### src/rtl/mnpt_pkg.sv
package mnpt_pkg;

	localparam int MAX_HELD_DEF = 128;

	localparam int KEY_W      = 7;
	localparam int VEL_W      = 7;
	localparam int CHAN_W     = 5;
	localparam int MODE_W     = 2;
	localparam int ENTRY_W    = KEY_W + VEL_W;
	localparam int CFG_IDX_W  = 2;
	localparam int CFG_DATA_W = 7;
	localparam int IN_W       = 24;
	localparam int OUT_W      = 16;

	localparam logic [CHAN_W-1:0] CHAN_RST     = 5'd1;
	localparam logic [KEY_W-1:0]  KEY_LOW_RST  = 7'd0;
	localparam logic [KEY_W-1:0]  KEY_HIGH_RST = 7'd127;

	typedef enum logic [CFG_IDX_W-1:0] {
		CFG_CHANNEL,
		CFG_KEY_LOW,
		CFG_KEY_HIGH,
		CFG_MODE
	} cfg_idx_t;

	typedef enum logic [MODE_W-1:0] {
		MODE_FIRST,
		MODE_LAST,
		MODE_LOW,
		MODE_HIGH
	} mode_t;

	localparam mode_t MODE_RST = MODE_LAST;

	typedef enum logic [1:0] {
		SCAN_FIND,
		SCAN_SHIFT,
		SCAN_BEST
	} scan_op_t;

	typedef enum logic [3:0] {
		ST_IDLE,
		ST_DECIDE,
		ST_FIND,
		ST_SHIFT,
		ST_ROOM,
		ST_DROP,
		ST_WINSTART,
		ST_BEST,
		ST_REPORT
	} state_t;

	typedef struct packed {
		logic     accept;
		logic     start;
		scan_op_t op;
		logic     drop;
		logic     append;
		logic     report;
	} cmd_t;

	typedef struct packed {
		logic done;
		logic hit;
		logic note_on;
		logic clear;
		logic found;
		logic full;
		logic out_free;
	} sts_t;

endpackage

### src/rtl/mono_note_priority_tracker_top.sv
// Monophonic note-priority tracker.
// Slave stream s_*: one transaction per note item (clear, note event fields).
// Master stream m_*: at most one transaction per item, carrying the winning
// key and velocity with change flags; none when the item left the list alone.
// cfg_we/cfg_addr/cfg_wdata: channel, key range and priority mode, written
// only while the block is idle, a rule on the user that the block itself does not enforce.
// One item at a time: the next item is taken only when the last one is done.
// The held list sits in a memory with one read and one write port,
// scanned one entry per cycle for the key search, the shift that closes
// the gap of a removed entry and, under lowest or highest priority, the
// winner search.
// Reset empties the list, zeroes the last reported key and velocity and
// loads the register defaults; no clearing pass is needed.
// A stalled result holds in the output register; the next item is still
// accepted and worked on, and its result waits until the register frees,
// holding s_tready low meanwhile.
module mono_note_priority_tracker_top #(
	parameter int MAX_HELD = mnpt_pkg::MAX_HELD_DEF
) (
	input  logic                            clk,
	input  logic                            arst_n,
	input  logic                            s_tvalid,
	output logic                            s_tready,
	// clear, note_present, note_channel, note_on, note_key, note_velocity
	input  logic [mnpt_pkg::IN_W-1:0]       s_tdata,
	output logic                            m_tvalid,
	input  logic                            m_tready,
	// winner_key, winner_velocity, key_changed, velocity_changed
	output logic [mnpt_pkg::OUT_W-1:0]      m_tdata,
	input  logic                            cfg_we,
	input  logic [mnpt_pkg::CFG_IDX_W-1:0]  cfg_addr,
	input  logic [mnpt_pkg::CFG_DATA_W-1:0] cfg_wdata
);
	import mnpt_pkg::*;

	cmd_t cmd;
	sts_t sts;

	mnpt_ctrl u_ctrl (
		.clk      (clk),
		.arst_n   (arst_n),
		.in_valid (s_tvalid),
		.in_ready (s_tready),
		.sts      (sts),
		.cmd      (cmd)
	);

	mnpt_dpath #(
		.MAX_HELD (MAX_HELD)
	) u_dpath (
		.clk       (clk),
		.arst_n    (arst_n),
		.cfg_we    (cfg_we),
		.cfg_addr  (cfg_addr),
		.cfg_wdata (cfg_wdata),
		.in_data   (s_tdata),
		.cmd       (cmd),
		.sts       (sts),
		.out_ready (m_tready),
		.out_valid (m_tvalid),
		.out_data  (m_tdata)
	);

endmodule

### src/rtl/mnpt_ctrl.sv
module mnpt_ctrl (
	input  logic          clk,
	input  logic          arst_n,
	input  logic          in_valid,
	output logic          in_ready,
	input  mnpt_pkg::sts_t sts,
	output mnpt_pkg::cmd_t cmd
);
	import mnpt_pkg::*;

	state_t state_q;
	state_t state_d;

	always_ff @(posedge clk or negedge arst_n) begin
		if (!arst_n) begin
			state_q <= ST_IDLE;
		end else begin
			state_q <= state_d;
		end
	end

	always_comb begin
		state_d = state_q;
		case (state_q)
			ST_IDLE: begin
				if (in_valid) state_d = ST_DECIDE;
			end
			ST_DECIDE: begin
				if (sts.hit) state_d = ST_FIND;
				else if (sts.clear) state_d = ST_BEST;
				else state_d = ST_IDLE;
			end
			ST_FIND: begin
				if (sts.done) begin
					if (sts.found) state_d = ST_SHIFT;
					else if (sts.note_on) state_d = ST_ROOM;
					else if (sts.clear) state_d = ST_BEST;
					else state_d = ST_IDLE;
				end
			end
			ST_SHIFT: begin
				if (sts.done) state_d = sts.note_on ? ST_ROOM : ST_BEST;
			end
			ST_ROOM: begin
				state_d = sts.full ? ST_DROP : ST_WINSTART;
			end
			ST_DROP: begin
				if (sts.done) state_d = ST_ROOM;
			end
			ST_WINSTART: begin
				state_d = ST_BEST;
			end
			ST_BEST: begin
				if (sts.done) state_d = ST_REPORT;
			end
			ST_REPORT: begin
				if (sts.out_free) state_d = ST_IDLE;
			end
			default: begin
				state_d = ST_IDLE;
			end
		endcase
	end

	always_comb begin
		cmd      = '0;
		cmd.op   = SCAN_FIND;
		in_ready = 1'b0;
		case (state_q)
			ST_IDLE: begin
				in_ready   = 1'b1;
				cmd.accept = in_valid;
			end
			ST_DECIDE: begin
				if (sts.hit) begin
					cmd.start = 1'b1;
					cmd.op    = SCAN_FIND;
				end else if (sts.clear) begin
					cmd.start = 1'b1;
					cmd.op    = SCAN_BEST;
				end
			end
			ST_FIND: begin
				if (sts.done && sts.found) begin
					cmd.start = 1'b1;
					cmd.op    = SCAN_SHIFT;
				end else if (sts.done && !sts.note_on && sts.clear) begin
					cmd.start = 1'b1;
					cmd.op    = SCAN_BEST;
				end
			end
			ST_SHIFT: begin
				if (sts.done && !sts.note_on) begin
					cmd.start = 1'b1;
					cmd.op    = SCAN_BEST;
				end
			end
			ST_ROOM: begin
				if (sts.full) begin
					cmd.start = 1'b1;
					cmd.op    = SCAN_SHIFT;
					cmd.drop  = 1'b1;
				end else begin
					cmd.append = 1'b1;
				end
			end
			ST_WINSTART: begin
				cmd.start = 1'b1;
				cmd.op    = SCAN_BEST;
			end
			ST_REPORT: begin
				cmd.report = sts.out_free;
			end
			default: begin
				cmd = '0;
			end
		endcase
	end

endmodule

### src/rtl/mnpt_dpath.sv
module mnpt_dpath #(
	parameter int MAX_HELD = mnpt_pkg::MAX_HELD_DEF
) (
	input  logic                            clk,
	input  logic                            arst_n,
	input  logic                            cfg_we,
	input  logic [mnpt_pkg::CFG_IDX_W-1:0]  cfg_addr,
	input  logic [mnpt_pkg::CFG_DATA_W-1:0] cfg_wdata,
	input  logic [mnpt_pkg::IN_W-1:0]       in_data,
	input  mnpt_pkg::cmd_t                  cmd,
	output mnpt_pkg::sts_t                  sts,
	input  logic                            out_ready,
	output logic                            out_valid,
	output logic [mnpt_pkg::OUT_W-1:0]      out_data
);
	import mnpt_pkg::*;

	localparam int IW = (MAX_HELD > 1) ? $clog2(MAX_HELD) : 1;
	localparam int CW = $clog2(MAX_HELD + 1);
	localparam logic [CW-1:0] MAX_CNT = CW'(MAX_HELD);
	localparam logic [CW-1:0] ONE_C   = CW'(1);
	localparam logic [IW-1:0] ONE_I   = IW'(1);

	logic [CHAN_W-1:0] chan_q;
	logic [KEY_W-1:0]  klo_q;
	logic [KEY_W-1:0]  khi_q;
	mode_t             mode_q;

	logic              clr_q;
	logic              hit_q;
	logic              on_q;
	logic [KEY_W-1:0]  key_q;
	logic [VEL_W-1:0]  vel_q;

	logic [CW-1:0]     cnt_q;
	logic [IW-1:0]     idx_q;
	logic              found_q;

	logic [CW-1:0]     scan_q;
	logic [CW-1:0]     end_q;
	logic              run_q;
	scan_op_t          op_q;

	logic              vld_s1;
	logic [IW-1:0]     idx_s1;
	logic [ENTRY_W-1:0] rd_s1;

	logic              best_vld_q;
	logic [KEY_W-1:0]  best_key_q;
	logic [VEL_W-1:0]  best_vel_q;

	logic [KEY_W-1:0]  last_key_q;
	logic [VEL_W-1:0]  last_vel_q;
	logic              out_valid_q;
	logic [OUT_W-1:0]  out_data_q;

	logic [ENTRY_W-1:0] mem [MAX_HELD];

	logic              in_clr;
	logic              in_present;
	logic [CHAN_W-1:0] in_chan;
	logic              in_on;
	logic [KEY_W-1:0]  in_key;
	logic [VEL_W-1:0]  in_vel;
	logic              in_hit;

	logic              rd_en;
	logic [KEY_W-1:0]  rd_key;
	logic              take;
	logic [CW-1:0]     shift_lo;
	logic              wr_en;
	logic [IW-1:0]     wr_addr;
	logic [ENTRY_W-1:0] wr_data;
	logic              empty;

	assign in_clr     = in_data[0];
	assign in_present = in_data[1];
	assign in_chan    = in_data[6:2];
	assign in_on      = in_data[7];
	assign in_key     = in_data[14:8];
	assign in_vel     = in_data[21:15];
	assign in_hit     = in_present && (in_chan == chan_q) && (in_key >= klo_q) &&
	                    (in_key <= khi_q);

	always_ff @(posedge clk or negedge arst_n) begin
		if (!arst_n) begin
			chan_q <= CHAN_RST;
			klo_q  <= KEY_LOW_RST;
			khi_q  <= KEY_HIGH_RST;
			mode_q <= MODE_RST;
		end else if (cfg_we) begin
			case (cfg_idx_t'(cfg_addr))
				CFG_CHANNEL:  chan_q <= cfg_wdata[CHAN_W-1:0];
				CFG_KEY_LOW:  klo_q  <= cfg_wdata[KEY_W-1:0];
				CFG_KEY_HIGH: khi_q  <= cfg_wdata[KEY_W-1:0];
				CFG_MODE:     mode_q <= mode_t'(cfg_wdata[MODE_W-1:0]);
				default: ;
			endcase
		end
	end

	always_ff @(posedge clk or negedge arst_n) begin
		if (!arst_n) begin
			clr_q <= 1'b0;
			hit_q <= 1'b0;
			on_q  <= 1'b0;
		end else if (cmd.accept) begin
			clr_q <= in_clr;
			hit_q <= in_hit;
			on_q  <= in_on;
		end
	end

	always_ff @(posedge clk) begin
		if (cmd.accept) begin
			key_q <= in_key;
			vel_q <= in_vel;
		end
	end

	assign rd_key   = rd_s1[ENTRY_W-1:VEL_W];
	assign rd_en    = run_q && (scan_q != end_q);
	assign shift_lo = cmd.drop ? ONE_C : (CW'(idx_q) + ONE_C);
	assign empty    = (cnt_q == '0);

	always_ff @(posedge clk or negedge arst_n) begin
		if (!arst_n) begin
			cnt_q <= '0;
		end else if (cmd.accept && in_clr) begin
			cnt_q <= '0;
		end else if (cmd.start && cmd.op == SCAN_SHIFT) begin
			cnt_q <= cnt_q - ONE_C;
		end else if (cmd.append) begin
			cnt_q <= cnt_q + ONE_C;
		end
	end

	always_ff @(posedge clk or negedge arst_n) begin
		if (!arst_n) begin
			run_q  <= 1'b0;
			scan_q <= '0;
			end_q  <= '0;
			op_q   <= SCAN_FIND;
		end else if (cmd.start) begin
			run_q <= 1'b1;
			op_q  <= cmd.op;
			end_q <= cnt_q;
			case (cmd.op)
				SCAN_FIND: begin
					scan_q <= '0;
				end
				SCAN_SHIFT: begin
					scan_q <= shift_lo;
				end
				SCAN_BEST: begin
					scan_q <= '0;
					if (mode_q == MODE_FIRST) begin
						end_q <= empty ? '0 : ONE_C;
					end else if (mode_q == MODE_LAST) begin
						scan_q <= empty ? '0 : (cnt_q - ONE_C);
					end
				end
				default: begin
					scan_q <= '0;
				end
			endcase
		end else if (run_q) begin
			if (scan_q == end_q) run_q <= 1'b0;
			else scan_q <= scan_q + ONE_C;
		end
	end

	always_ff @(posedge clk or negedge arst_n) begin
		if (!arst_n) begin
			vld_s1 <= 1'b0;
		end else begin
			vld_s1 <= rd_en;
		end
	end

	always_ff @(posedge clk) begin
		if (rd_en) begin
			rd_s1  <= mem[scan_q[IW-1:0]];
			idx_s1 <= scan_q[IW-1:0];
		end
	end

	assign wr_en   = (vld_s1 && op_q == SCAN_SHIFT) || cmd.append;
	assign wr_addr = cmd.append ? cnt_q[IW-1:0] : (idx_s1 - ONE_I);
	assign wr_data = cmd.append ? {key_q, vel_q} : rd_s1;

	always_ff @(posedge clk) begin
		if (wr_en) begin
			mem[wr_addr] <= wr_data;
		end
	end

	always_ff @(posedge clk or negedge arst_n) begin
		if (!arst_n) begin
			found_q <= 1'b0;
			idx_q   <= '0;
		end else if (cmd.start && cmd.op == SCAN_FIND) begin
			found_q <= 1'b0;
		end else if (cmd.drop) begin
			idx_q <= '0;
		end else if (vld_s1 && op_q == SCAN_FIND && rd_key == key_q) begin
			found_q <= 1'b1;
			idx_q   <= idx_s1;
		end
	end

	assign take = !best_vld_q ||
	              (mode_q == MODE_LOW && rd_key < best_key_q) ||
	              (mode_q == MODE_HIGH && rd_key > best_key_q);

	always_ff @(posedge clk or negedge arst_n) begin
		if (!arst_n) begin
			best_vld_q <= 1'b0;
		end else if (cmd.start && cmd.op == SCAN_BEST) begin
			best_vld_q <= 1'b0;
		end else if (vld_s1 && op_q == SCAN_BEST) begin
			best_vld_q <= 1'b1;
		end
	end

	always_ff @(posedge clk) begin
		if (vld_s1 && op_q == SCAN_BEST && take) begin
			best_key_q <= rd_key;
			best_vel_q <= rd_s1[VEL_W-1:0];
		end
	end

	always_ff @(posedge clk or negedge arst_n) begin
		if (!arst_n) begin
			last_key_q  <= '0;
			last_vel_q  <= '0;
			out_valid_q <= 1'b0;
		end else if (cmd.report) begin
			out_valid_q <= 1'b1;
			if (empty) begin
				last_vel_q <= '0;
			end else begin
				last_key_q <= best_key_q;
				last_vel_q <= best_vel_q;
			end
		end else if (out_valid_q && out_ready) begin
			out_valid_q <= 1'b0;
		end
	end

	always_ff @(posedge clk) begin
		if (cmd.report) begin
			if (empty) begin
				out_data_q <= {1'b1, 1'b0, {VEL_W{1'b0}}, last_key_q};
			end else begin
				out_data_q <= {best_vel_q != last_vel_q, best_key_q != last_key_q,
				               best_vel_q, best_key_q};
			end
		end
	end

	assign out_valid = out_valid_q;
	assign out_data  = out_data_q;

	assign sts.done     = !run_q && !vld_s1;
	assign sts.hit      = hit_q;
	assign sts.note_on  = on_q;
	assign sts.clear    = clr_q;
	assign sts.found    = found_q;
	assign sts.full     = (cnt_q >= MAX_CNT);
	assign sts.out_free = !out_valid_q || out_ready;

endmodule

### config.mk
export PLATFORM = sky130hd
export DESIGN_NAME = mono_note_priority_tracker_top
export DESIGN_NICKNAME = d
export VERILOG_FILES = /design/src/rtl/mnpt_pkg.sv /design/src/rtl/mono_note_priority_tracker_top.sv /design/src/rtl/mnpt_ctrl.sv /design/src/rtl/mnpt_dpath.sv
export SDC_FILE = /design/constraint.sdc
export NUM_CORES = 2
export LEC_CHECK = 0
export BUFFER_PORTS_ARGS = -buffer_cell sky130_fd_sc_hd__buf_2
export CAP_MARGIN = 15
export CELL_PAD_IN_SITES_DETAIL_PLACEMENT = 0
export CELL_PAD_IN_SITES_GLOBAL_PLACEMENT = 1
export CORE_UTILIZATION = 56
export DETAILED_ROUTE_END_ITERATION = 8
export PLACE_DENSITY = 0.86
export SYNTH_ARGS = -nofsm -noshare
export SYNTH_HDL_FRONTEND = slang
export SYNTH_SLANG_ARGS = --single-unit
### constraint.sdc
create_clock -name clk -period 9.35 [get_ports clk]
set_clock_uncertainty 0.15 [all_clocks]
set_input_delay 1.87 -clock clk [delete_from_list [all_inputs] [get_ports clk]]
set_output_delay 1.87 -clock clk [all_outputs]
set_load 0.05 [all_outputs]
[After elaboration in Yosys (flattened, before gate mapping)]
Memories as Yosys holds them, arrays and structs flattened. A register that Yosys moved wholly into a read port is not among the register bits.
Index checks and enable logic that the tools add are counted.
Storage, ports and cells
  register bits after elaboration: 131
  bits in writable memories: 1792
  input port bits: 38
  output and inout port bits: 18
  logic and storage cells: 179
  memories kept: 1
Memory list
  u_dpath.mem: words 128, width 14, read ports 1, clocked after memory_dff 1, wr ports 1, RTL line mnpt_dpath.sv:57  | logic [ENTRY_W-1:0] mem [MAX_HELD];
Operators by class
  $add $sub $neg: 5
  order comparisons: 5
  equal/unequal tests: 32
  mux-type cells: 57
  bitwise gates (word level): 2
  reductions and logical operators: 50
Operator list (number)
  8-bit 2-to-1 mux: 12
  4-bit 2-to-1 mux: 10
  4-bit one-hot mux with 9 select lines: 1
  7-bit 2-to-1 mux: 5
  1-bit logical AND: 20
  3-bit 2-to-1 mux: 6
  1-bit 2-to-1 mux: 17
  8-bit by 1-bit adder with 8-bit output (second input constant): 2
  4-bit by 3-bit equality test with 1-bit output (second input constant): 4
  8-bit one-hot mux with 2 select lines: 1
  2-bit AND reduction: 8
  3-bit one-hot mux with 5 select lines: 1
  14-bit 2-to-1 mux: 1
  7-bit != test: 2
  2-bit equality test (second input constant): 6
  2-bit by 1-bit != test with 1-bit output (second input constant): 6
  2-bit nonzero test: 5
  7-bit by 1-bit adder with 8-bit output (second input constant): 1
  2-bit by 1-bit equality test with 1-bit output (second input constant): 4
  4-bit by 2-bit equality test with 1-bit output (second input constant): 2
  8-bit equality test: 1
  8-bit >= comparator (second input constant): 1
  2-bit logical NOT: 4
  8-bit logical NOT: 1
  other kinds (19): 30

[Depth between registers and ports, before layout]
  depth in word-level cells: 11
  gate-level depth with buffers: 12

[By module]
Synthesis repeated with hierarchy kept, for this count alone.
Unflattened totals
  cell total of the unflattened synthesis: 3778
  area, all modules: 76290.7 um^2
By module, submodules not included
  mnpt_dpath: times used 1, cells an instance 3719, area each 75815.2 um^2, seq. area each 57676.6 um^2
  mnpt_ctrl: times used 1, cells an instance 59, area each 475.5 um^2, seq. area each 100.1 um^2

[Worst setup path before layout]
OpenSTA, ideal clock, no wires.
  path type: register to register
  start point: reg u_ctrl.state_q[2]
  end point: mem u_dpath.mem[0][7] in the netlist's numbering (data pin)
  library setup time: 1198 ps
  arrival: 6133 ps
  required time: 8002 ps
  setup slack: 1869 ps
  stages on the path, launching flop included: 7
  path buffers: 3
  cell sequence: dfrtp_1 -> buf_4 -> nand2b_1 -> nor4_2 -> clkbuf_1 -> clkbuf_1 -> o21ai_0
Between the ends
  word-level cells in the longest chain between the ends: 3
Ends and longest elaborated chain
  start: declaration: RTL line mnpt_ctrl.sv:11  | state_t state_q;
  start signal: assignment: RTL line mnpt_ctrl.sv:18  | state_q <= state_d;
  4-bit by 3-bit equality test with 1-bit output: RTL line mnpt_ctrl.sv:69  | case (state_q)
  2-bit 2-to-1 mux: RTL line mnpt_ctrl.sv:69
  14-bit 2-to-1 mux: RTL line mnpt_dpath.sv:190  | assign wr_data = cmd.append ? {key_q, vel_q} : rd_s1;
  net u_dpath.wr_data[7]: RTL line mnpt_dpath.sv:73  | logic [ENTRY_W-1:0] wr_data;
  end: declaration: RTL line mnpt_dpath.sv:57
The timed path passes the listed nets, and every way through them passes these cells.

[Worst setup path in the final report]
  start point: reg u_dpath.scan_q[1]
  end point: reg u_dpath.rd_s1[5] (read register of u_dpath.mem) (data pin)
Between the ends
  word-level cells in the longest chain between the ends: 2
Ends and longest elaborated chain
  start: declaration: RTL line mnpt_dpath.sv:39  | logic [CW-1:0] scan_q;
  start signal: assignment: RTL line mnpt_dpath.sv:153  | scan_q <= shift_lo;
  start signal: assignment: RTL line mnpt_dpath.sv:160  | scan_q <= empty ? '0 : (cnt_q - ONE_C);
  start signal: assignment: RTL line mnpt_dpath.sv:169  | else scan_q <= scan_q + ONE_C;
  8-bit != test: RTL line mnpt_dpath.sv:122  | assign rd_en = run_q && (scan_q != end_q);
  1-bit logical AND: RTL line mnpt_dpath.sv:122
  end: declaration: RTL line mnpt_dpath.sv:46  | logic [ENTRY_W-1:0] rd_s1;
Several ways; a longest one is shown, not always the timed one.
A chain may end at the register's enable or synchronous reset.

==> metrics <==
outcome=finished clean; Design Power=between 0.02 and 0.03 W; proportion of power drawn by combinational gates=a little under a third; cts hold-fix bufs=0; post-CTS repair timing setup buffer count=0; DP Cell Count=5,628; initial core utilization=~57%; maximum number of pins on one net before global-route repair=between 100 and 150; cell chosen for the clock root=clkbuf_16; critical path buffer and inverter count=2; ranking of synthesized cells by area=edfxtp_1 73%, mux4_2 10%, mux2i_1 3.2%; CTS H-tree depth=4; fraction of layout instances using a drive strength above 1=22.31%; final weighted congestion in routability-driven placement=about 0.91; overall overflow remaining after global route=0; floorplan die area=0.1375 mm2; Core Region=~0.13 mm2; top post-synthesis cells by count=1,857 x edfxtp_1, 340 x mux4_2, 240 x mux2i_1; chain of cells forming the critical path=buf_12 -> inv_1 -> nor2_4 -> a22oi_1 -> a31oi_1 -> o221ai_1 -> o32a_1; Port-buffer cells=53; Total GRT Usage=between 20 and 30%; Crit path max-delay family=compound AO/OA/AOI/OAI gates; routed length per placed instance=between 30 and 40 um; Layout area overhead=11.64%; unrepaired setup endpoints after global routing=false; Critical Path Start Type=flip-flop; total of warnings raised by yosys=0; detailed placer's ending HPWL=roughly 110,000 um; drt drc=0; portion of total power attributed to sequential cells=44.1%; sort of element at the end of the critical path=flip-flop; DRC marker count from the first detailed-route iteration=around 5,000; FF+latch count, synth=1,937; number of resized instances in the post-cts repair step=0; NetSw=approximately 0.0096 W; DRT Pass-1 Iters=5; synthesized cell area=0.07616 mm2; Leak=~28 nW; final setup vio count=0; clock slew at the register clock pins of the worst setup and hold paths=0.06 ns; slew at the pin closest to its max-slew limit=between 1 and 1.5 ns; dominant register cell in the synthesized netlist=edfxtp_1; maximum clock frequency=around 0.21 GHz; worst-path fanout max=84; power per unit of standard cell area=about 330 mW/mm2; class of the tightest hold or removal check=reg -> reg; final clock period utilization by the worst path=50.46%; clock sink count=approximately 1,900; max-slew violation count=0; Slew Limit Headroom=between 10% and 20%; antenna viol nets, final=0; height of the die=around 370 um; cell type contributing the most total cell area after synthesis=edfxtp_1; number of standard cells after synthesis=3,844; part of the Yosys area used for sequential elements=75.86%; Switching Share=~34%; vias=between 30,000 and 40,000; Cell variety after synth=67; first-pass GRT wire length=between 200,000 and 300,000 um; Arr. time, crit path=5.11 ns; FP Rows=roughly 130; Final min period=4.718 ns; via count of the first global-routing pass=39,030; initial antenna violation count=1; most repeated cell in the gate-level netlist after synthesis=edfxtp_1; final std cells w/o fill=5,972; count of antenna diodes in the layout=0; Required @ worst endpoint=slightly below 10 ns; total wire length=between 150,000 and 200,000 um; setup_tns=0 ns; Synth Area per Inst=19.81 um2; CTS tree=built; Crit Path Class=reg -> reg; synthesized net count=3,912; clock group share of total power=between 20% and 30%; count of endpoints failing hold in the final timing report=0; Max stage delay on crit path=between 0.9 and 1 ns; Worst IR Drop VDD=0.5650 mV; number of top-level pins=56; number of max-cap violations=0; highest-delay cell along the critical path=dfrtp_4; share of async-settable or async-resettable flops after synthesis=4.130%; cell-internal power=roughly 0.019 W; count of flip-flops with a built-in enable after synthesis=1,857; Max Buffers Root-to-Sink=3; area share of the leading cell type in the synthesized netlist=~73%; x dimension of the die=approximately 370 um; clock insertion delay at the later pin of the skew report=roughly 0.8 ns; DR vias/cell=approximately 6.6; nets=between 4,000 and 5,000; total clock buffers created by CTS=184
sequential cells by signal, indices dropped and copies added, names as in the netlist, 2 cells and up:
| register | flops |
|---|---|
| u_dpath.out_data | 16 |
| u_dpath.khi_q | 7 |
| u_dpath.idx_q | 7 |
| u_dpath.vel_q | 7 |
| u_dpath.rd_s1 | 14 |
| u_dpath.mode_q | 2 |
| u_dpath.best_vel_q | 7 |
| u_dpath.idx_s1 | 7 |
| u_ctrl.state_q | 4 |
| u_dpath.op_q | 2 |
| u_dpath.scan_q | 8 |
| u_dpath.best_key_q | 7 |
| u_dpath.chan_q | 5 |
| u_dpath.klo_q | 7 |
| u_dpath.end_q | 8 |
| u_dpath.last_vel_q | 7 |
| u_dpath.last_key_q | 7 |
| u_dpath.key_q | 7 |
| u_dpath.mem | 1792 |
| u_dpath.cnt_q | 8 |
cells in the final DEF (no fill, tap or decap), drive strengths merged, types with 18 or more instances in the layout:
master / instances
nor2: 159
mux4: 340
a22o: 58
mux2: 47
dfrtp: 71
o22ai: 39
clkinv: 83
nand3: 49
nand2: 157
o221ai: 37
edfxtp: 1857
xor2: 36
o21ai: 44
mux2i: 240
a211oi: 87
inv: 44
buf: 235
a22oi: 81
clkbuf: 228
a31oi: 18
a21oi: 46
ha: 30
xnor2: 23
stage by stage:
stage	utilization, %	worst slack, ns	cell area (um2)	hold slack [ns]
after CTS	63.33	4.661	84940	0.3336
final	63.39	4.632	85020	0.3333
after global placement	58.96	4.755	79090	0.3212
after global routing	63.39	4.576	85020	0.3351
after floorplan	-	1.869	76160	0.2696
after detailed placement	58.96	4.694	79090	0.3206
power by group through the flow:
stage                     sequential (W)  clock (W)  combinational, W
final                             0.0124    0.00723           0.00856
after global routing              0.0125    0.00763           0.00888
after CTS                         0.0124    0.00731           0.00839
after detailed placement          0.0126          0           0.00833
after global placement            0.0126          0           0.00806
after floorplan                   0.0127          0           0.00518
routing by layer:
| metal | global-route usage [%] | vias to the layer above | share of wire, % |
|---|---|---|---|
| met2 | 42.60 | 2318 | 48 |
| met1 | 36.42 | 20420 | 37 |
| met3 | 5.999 | 454 | 10 |
| met5 | 0 | - | 0 |
| met4 | 14.73 | 0 | 5.7 |
| li1 | - | 16260 | - |
kinds of logic after synthesis:
| kind of cell | after synthesis | share of synthesized area (%) |
|---|---|---|
| muxes | 627 | 13.90 |
| DFF | 1937 | 75.86 |
| buffers and inverters | 251 | 1.728 |
| xor gates and xnor gates | 59 | 0.6785 |
| AOI/OAI and AO/OA | 491 | 4.733 |
| adders and majority gates | 30 | 0.4929 |
| and+or+nand+nor | 449 | 2.599 |
layout make-up:
| cell class | count | area (um2) |
|---|---|---|
| clock buffer | 224 | 4840 |
| clock inverter | 114 | 1011 |
| fill | 8835 | 49110 |
| inverter | 34 | 127.6 |
| multi-input combinational | 1656 | 17280 |
| sequential | 1937 | 57790 |
| tap | 1768 | 2212 |
| timing repair buffer | 239 | 1767 |
worst paths after layout:
| check | start | end | slack (ns) | depth (start not counted) |
|---|---|---|---|---|
| max | u_dpath.scan_q[1] | u_dpath.rd_s1[5] | 4.63 | 7 |
| min | u_dpath.rd_s1[4] | u_dpath.best_vel_q[4] | 0.33 | 0 |
| max reg2reg | u_dpath.scan_q[1] | u_dpath.rd_s1[5] | 4.63 | 7 |
| min reg2reg | u_dpath.rd_s1[4] | u_dpath.best_vel_q[4] | 0.33 | 0 |
| max in group asynchronous | arst_n | u_dpath.scan_q[1] | 7.04 | 2 |
| min in group asynchronous | arst_n | u_dpath.last_vel_q[5] | 0.75 | 1 |
Power figures use the tool's default switching activity.
